**src/sv/hub_label_distance_query_core_assert.svh**
```systemverilog
// Assertion macros shared by the hub-label distance query RTL.
`ifndef HUB_LABEL_DISTANCE_QUERY_CORE_ASSERT_SVH
`define HUB_LABEL_DISTANCE_QUERY_CORE_ASSERT_SVH
`ifndef SYNTHESIS
// same-cycle implication
`define HLDQ_ASSERT_IMP(name, clk, rst, ante, cons) \
   name: assert property (@(posedge clk) disable iff (rst) (ante) |-> (cons)) \
      else $error("hldq assertion failed");
// next-cycle implication
`define HLDQ_ASSERT_NXT(name, clk, rst, ante, cons) \
   name: assert property (@(posedge clk) disable iff (rst) (ante) |=> (cons)) \
      else $error("hldq assertion failed");
`else
`define HLDQ_ASSERT_IMP(name, clk, rst, ante, cons)
`define HLDQ_ASSERT_NXT(name, clk, rst, ante, cons)
`endif
`endif

```
**src/sv/hldq_pkg.sv**
```systemverilog
// Shared types, constants and field layout of the hub-label distance query core.
`timescale 1ns / 1ps

package hldq_pkg;

   // default sizes
   localparam int unsigned VERTEX_COUNT_DEF = 1024;
   localparam int unsigned LABEL_DEPTH_DEF  = 4096;

   // field widths
   localparam int unsigned KIND_W = 3;
   localparam int unsigned IDX_W  = 12;
   localparam int unsigned HUB_W  = 10;
   localparam int unsigned DIST_W = 31;
   localparam int unsigned VTX_W  = 10;

   // request tdata layout, lowest bit first
   localparam int unsigned IDX_LSB   = 0;
   localparam int unsigned HUB_LSB   = IDX_LSB + IDX_W;
   localparam int unsigned VAL_LSB   = HUB_LSB + HUB_W;
   localparam int unsigned SRC_LSB   = VAL_LSB + DIST_W;
   localparam int unsigned DST_LSB   = SRC_LSB + VTX_W;
   localparam int unsigned REQ_BITS  = DST_LSB + VTX_W;
   localparam int unsigned REQ_DATA_W = ((REQ_BITS + 7) / 8) * 8;
   localparam int unsigned RSP_DATA_W = ((DIST_W + 7) / 8) * 8;

   localparam logic [DIST_W-1:0] DIST_MAX = '1;

   // request kinds carried on tuser
   typedef enum logic [KIND_W-1:0] {
      REQ_FWD_OFS = 3'd0,
      REQ_BWD_OFS = 3'd1,
      REQ_FWD_LBL = 3'd2,
      REQ_BWD_LBL = 3'd3,
      REQ_QUERY   = 3'd4
   } req_kind_type;

   // one label entry: hub id and distance
   typedef struct packed {
      logic [HUB_W-1:0]  hub;
      logic [DIST_W-1:0] cost;
   } label_type;

   // controller to datapath
   typedef struct packed {
      logic accept;    // request beat taken this cycle
      logic q_start;   // latch query vertices
      logic off_hi;    // read offset entry v+1 instead of v
      logic lo_latch;  // capture start offsets
      logic bounds;    // load list bounds, clear min/hit
      logic step;      // one merge step
      logic load_rsp;  // move result into output register
   } ctrl_cmd_type;

   // datapath to controller
   typedef struct packed {
      logic active;    // both list cursors still in range
      logic rsp_free;  // output register can take a result
   } dp_stat_type;

endpackage

```
**src/sv/hldq_ctrl.sv**
```systemverilog
// Sequencer of the hub-label distance query core.
`timescale 1ns / 1ps

module hldq_ctrl (
   input  logic                         clock,
   input  logic                         reset,
   input  logic                         req_tvalid,
   input  logic [hldq_pkg::KIND_W-1:0]  req_tuser,
   output logic                         req_tready,
   input  hldq_pkg::dp_stat_type        stat,
   output hldq_pkg::ctrl_cmd_type       cmd
);

   typedef enum logic [5:0] {
      ST_IDLE   = 6'b000001,
      ST_OFF_LO = 6'b000010,
      ST_OFF_HI = 6'b000100,
      ST_BOUNDS = 6'b001000,
      ST_MERGE  = 6'b010000,
      ST_DONE   = 6'b100000
   } state_type;

   state_type state_ff;
   state_type state_in;
   hldq_pkg::req_kind_type req_kind;

   assign req_kind   = hldq_pkg::req_kind_type'(req_tuser);
   assign req_tready = (state_ff == ST_IDLE);

   // next state and commands
   always_comb begin
      state_in = state_ff;
      cmd      = '0;
      case (state_ff)
         ST_IDLE: begin
            if (req_tvalid) begin
               cmd.accept = 1'b1;
               if (req_kind == hldq_pkg::REQ_QUERY) begin
                  cmd.q_start = 1'b1;
                  state_in    = ST_OFF_LO;
               end
            end
         end
         ST_OFF_LO: begin
            state_in = ST_OFF_HI;
         end
         ST_OFF_HI: begin
            cmd.off_hi   = 1'b1;
            cmd.lo_latch = 1'b1;
            state_in     = ST_BOUNDS;
         end
         ST_BOUNDS: begin
            cmd.bounds = 1'b1;
            state_in   = ST_MERGE;
         end
         ST_MERGE: begin
            if (stat.active) begin
               cmd.step = 1'b1;
            end else begin
               state_in = ST_DONE;
            end
         end
         ST_DONE: begin
            if (stat.rsp_free) begin
               cmd.load_rsp = 1'b1;
               state_in     = ST_IDLE;
            end
         end
         default: begin
            state_in = ST_IDLE;
         end
      endcase
   end

   // state register
   always_ff @(posedge clock) begin
      if (reset) begin
         state_ff <= ST_IDLE;
      end else begin
         state_ff <= state_in;
      end
   end

endmodule

```
**config.mk**
```make
export PLATFORM = sky130hd
export DESIGN_NAME = hldq_ctrl
export DESIGN_NICKNAME = d
export VERILOG_FILES = /design/src/sv/hub_label_distance_query_core_assert.svh /design/src/sv/hldq_pkg.sv /design/src/sv/hldq_ctrl.sv
export SDC_FILE = /design/constraint.sdc
export NUM_CORES = 1
export LEC_CHECK = 0
export ABC_CLOCK_PERIOD_IN_PS = 2100
export BUFFER_PORTS_ARGS = -buffer_cell sky130_fd_sc_hd__buf_4
export CAP_MARGIN = 15
export CORE_AREA = 10 10 47 49
export CTS_CLUSTER_SIZE = 20
export DETAILED_ROUTE_END_ITERATION = 8
export DIE_AREA = 0 0 57 59
export PLACE_DENSITY = 0.51
export SLEW_MARGIN = 20
export SYNTH_ARGS = -nofsm -noshare
export SYNTH_HDL_FRONTEND = slang
export SYNTH_SLANG_ARGS = --single-unit
```
**constraint.sdc**
```tcl
create_clock -name clock -period 2.1 [get_ports clock]
set_clock_uncertainty 0.1 [all_clocks]
set_input_delay 0.42 -clock clock [delete_from_list [all_inputs] [get_ports clock]]
set_output_delay 0.42 -clock clock [all_outputs]
set_load 0.02 [all_outputs]
```
==> run_results.csv <==
group,metric,value,unit
status,run_status,"finished clean",
worst_setup_path,endpoint,"cmd[1]",
drt,wl_per_cell,13.4,µm
cells_and_area,final_cell_mix,"14 x buf_4, 4 x dfxtp_1, 3 x nor2_1, 3 x inv_1, 3 x clkbuf_4",
cells_and_area,diodes,0,
cells_and_area,nets,67,
worst_setup_path,slowest_delay,0.47,ns
worst_setup_path,crit_fanout,7,
flow_run,maxCapViolCount,0,
sta,clock.fmax,483,MHz
worst_setup_path,critical_path.slowest_cell,"nor4_1",
clock_tree,insertion_delay,0.25,ns
drt,drt_wl_total,980,µm
pwr,power,0.000259,W
yosys,syn_area_per_cell,8.92,µm²
cells_and_area,stdcell_area,522,µm²
floorplanning,floorplan.initialDensity,24.8,%
sta,finalSetupTns,0,ns
yosys,ys_ff_latch,6,
global_route,grt_usage,6.10,%
cells_and_area,syn_to_final_growth,50.0,%
worst_setup_path,critPathCaptureType,"output port",
global_route,grt_pass1_vias,356,
cells_and_area,largest_register,"state_ff",
sta,rsz0062_at_grt,"yes",
global_route,grt_pass1_wl,1530,µm
sta,max_slew_margin,69.5,%
drt,avgViaCountPerCell,5.05,
floorplanning,coreArea,0.00140,mm²
yosys,synth_top_area_cell,"dfxtp_1",
pwr,p_leak,0.252,nW
worst_setup_path,reg2reg_depth,3,
floorplanning,die_y,59,µm
clock_tree,tritoncts,"built",
clock_tree,clk_pin_slew,0.04,ns
placement,postPlaceCellArea,473,µm²
yosys,syn-instance-count,39,
floorplanning,rows,14,
sta,period_share,98.5,%
yosys,syn-num-nets,47,
yosys,synth_top_area_share,34.5,%
floorplanning,die_w,57,µm
cells_and_area,largest_reg_flops,6,
yosys,ys_warn_count,0,
sta,min_period,2.07,ns
clock_tree,cts_sinks,6,
worst_setup_path,path_class,"flop to output port",
clock_tree,h-tree-depth,1,
sta,hold_ws,0.244,ns
placement,io_buffers,15,
drt,drc,0,
yosys,yosysUniqueCellTypes,25,
yosys,synth.area.top_cells,"dfxtp_1 35%, and3_1 3.6%, and4bb_2 3.6%",
floorplanning,dieArea,0.00336,mm²
cells_and_area,drive_above_1_share,43.9,%
clock_tree,clockBufferDepth,2,
placement,hpwl,745,µm
placement,gp_congestion,0.661,
worst_setup_path,path_cells,"nor4_1 > nand2b_1 > inv_1 > buf_4",
placement,pre_cts_ws,0.273,ns
floorplanning,io_pins,16,
clock_tree,cts_root_buf,"clkbuf_4",
sta,slew_viol_final,0,
cells_and_area,top_regs,"state_ff (6)",
global_route,grt_max_degree,8,
drt,num_vias,369,
drt,drt-initial-drc-count,4,
worst_setup_path,crit_path_start,"state_ff[1]$_SDFFE_PP0P_",
cells_and_area,final_common_cell,"buf_4",
worst_setup_path,required,1.58,ns
yosys,synth-seq-area-share,34.5,%
worst_setup_path,r2r_start,"state_ff[5]$_SDFFE_PP0P_",
worst_setup_path,critical_path.reg2reg.endpoint,"state_ff[3]$_SDFFE_PP0P_",
sta,tightest_slew,0.454,ns
pwr,peakVddDrop,0.226,mV
global_route,antenna_found_initial,0,
sta,postLayoutSetupSlackWorst,0.0314,ns
worst_setup_path,r2r_setup_slack,0.62,ns
clock_tree,cts_buffers,3,
drt,ant_nets,0,
clock_tree,cts_hold_buf,0,
worst_setup_path,arrival,1.55,ns
drt,dr.pass1.iters,2,
sta,finalHoldViolCount,0,
sta,finalSetupViolCount,0,
hold_path,hp-class,"input port to flop",
global_route,grt_overflow_total,0,
worst_setup_path,crit_path_start_kind,"flop",
yosys,syn_area,348,µm²
pwr,power.density,496,mW/mm²
==> cells in the mapped netlist, drive strengths merged <==
library cell and instances:
xor2 1, nand3 2, o31ai 1, or3b 1
and2 1, o21ai 1, and4b 1, inv 3
nor4 2, nand3b 1, nor3b 1, a41oi 1
nand4bb 1, and4bb 1, a21oi 2, dfxtp 6
buf 1, and3 2, and2b 1, or4 2
o211a 1, nor3 1, nand2b 2, nor2 3
==> layer usage <==
layer / up-vias / global-route usage [%] / wire [µm]
li1: 184 / - / -
met1: 165 / 6.19 / 457
met2: 16 / 7.91 / 406
met3: 4 / 4.29 / 81
met4: 0 / 6.04 / 35
met5: - / 0 / 0
==> repair_timing <==
item / in CTS / in global routing
endpoints found under the setup margin: 2 / 3
resized for setup: 1 / 5
pin swaps: 0 / 1
setup buffers: 0 / 1
==> where the power goes <==
group,leakage [nW],internal [W],switching (W),total [W]
clock,0.0138,0.0000648,0.0000441,0.000109
sequential,0.0498,0.000114,0.00000195,0.000116
combinational,0.188,0.0000189,0.0000150,0.0000339
==> critical path: cells and delay by family, from the launching register on <==
kind | cells | cell delay, ns
buf+inv | 2 | 0.25
simple gates | 2 | 0.66
flops | 1 | 0.39
==> layout make-up <==
class / count / area (µm²)
fill: 156 / 880
multi-input combinational: 29 / 215
clock buffer: 3 / 22.5
sequential: 6 / 125
tap: 16 / 20.0
timing repair buffer: 16 / 128
inverter: 3 / 11.3
==> worst min-delay path by stage <==
stage,slack (ns),from,end,cells past startpoint
2_1_floorplan,0.39,reset,state_ff[4]$_SDFFE_PP0P_,1
3_3_place_gp,0.47,state_ff[3]$_SDFFE_PP0P_,state_ff[4]$_SDFFE_PP0P_,2
3_5_place_dp,0.48,state_ff[3]$_SDFFE_PP0P_,state_ff[4]$_SDFFE_PP0P_,2
4_1_cts,0.24,reset,state_ff[4]$_SDFFE_PP0P_,2
5_1_grt,0.24,reset,state_ff[4]$_SDFFE_PP0P_,2
6_report,0.24,reset,state_ff[4]$_SDFFE_PP0P_,2
==> per-stage QoR <==
step,util (%),std cells
final,37.2,73
after global routing,37.2,73
after CTS,35.8,72
after detailed placement,33.8,69
after global placement,33.8,69
after floorplan,-,39
==> kinds of logic after synthesis <==
group | share of synthesized area, %
buffers and inverters | 5.40
DFF | 34.5
and+or+nand+nor | 45.7
AOI/OAI and AO/OA | 11.9
xor gates and xnor gates | 2.52
Note: power is estimated with default switching activity, not from simulation.
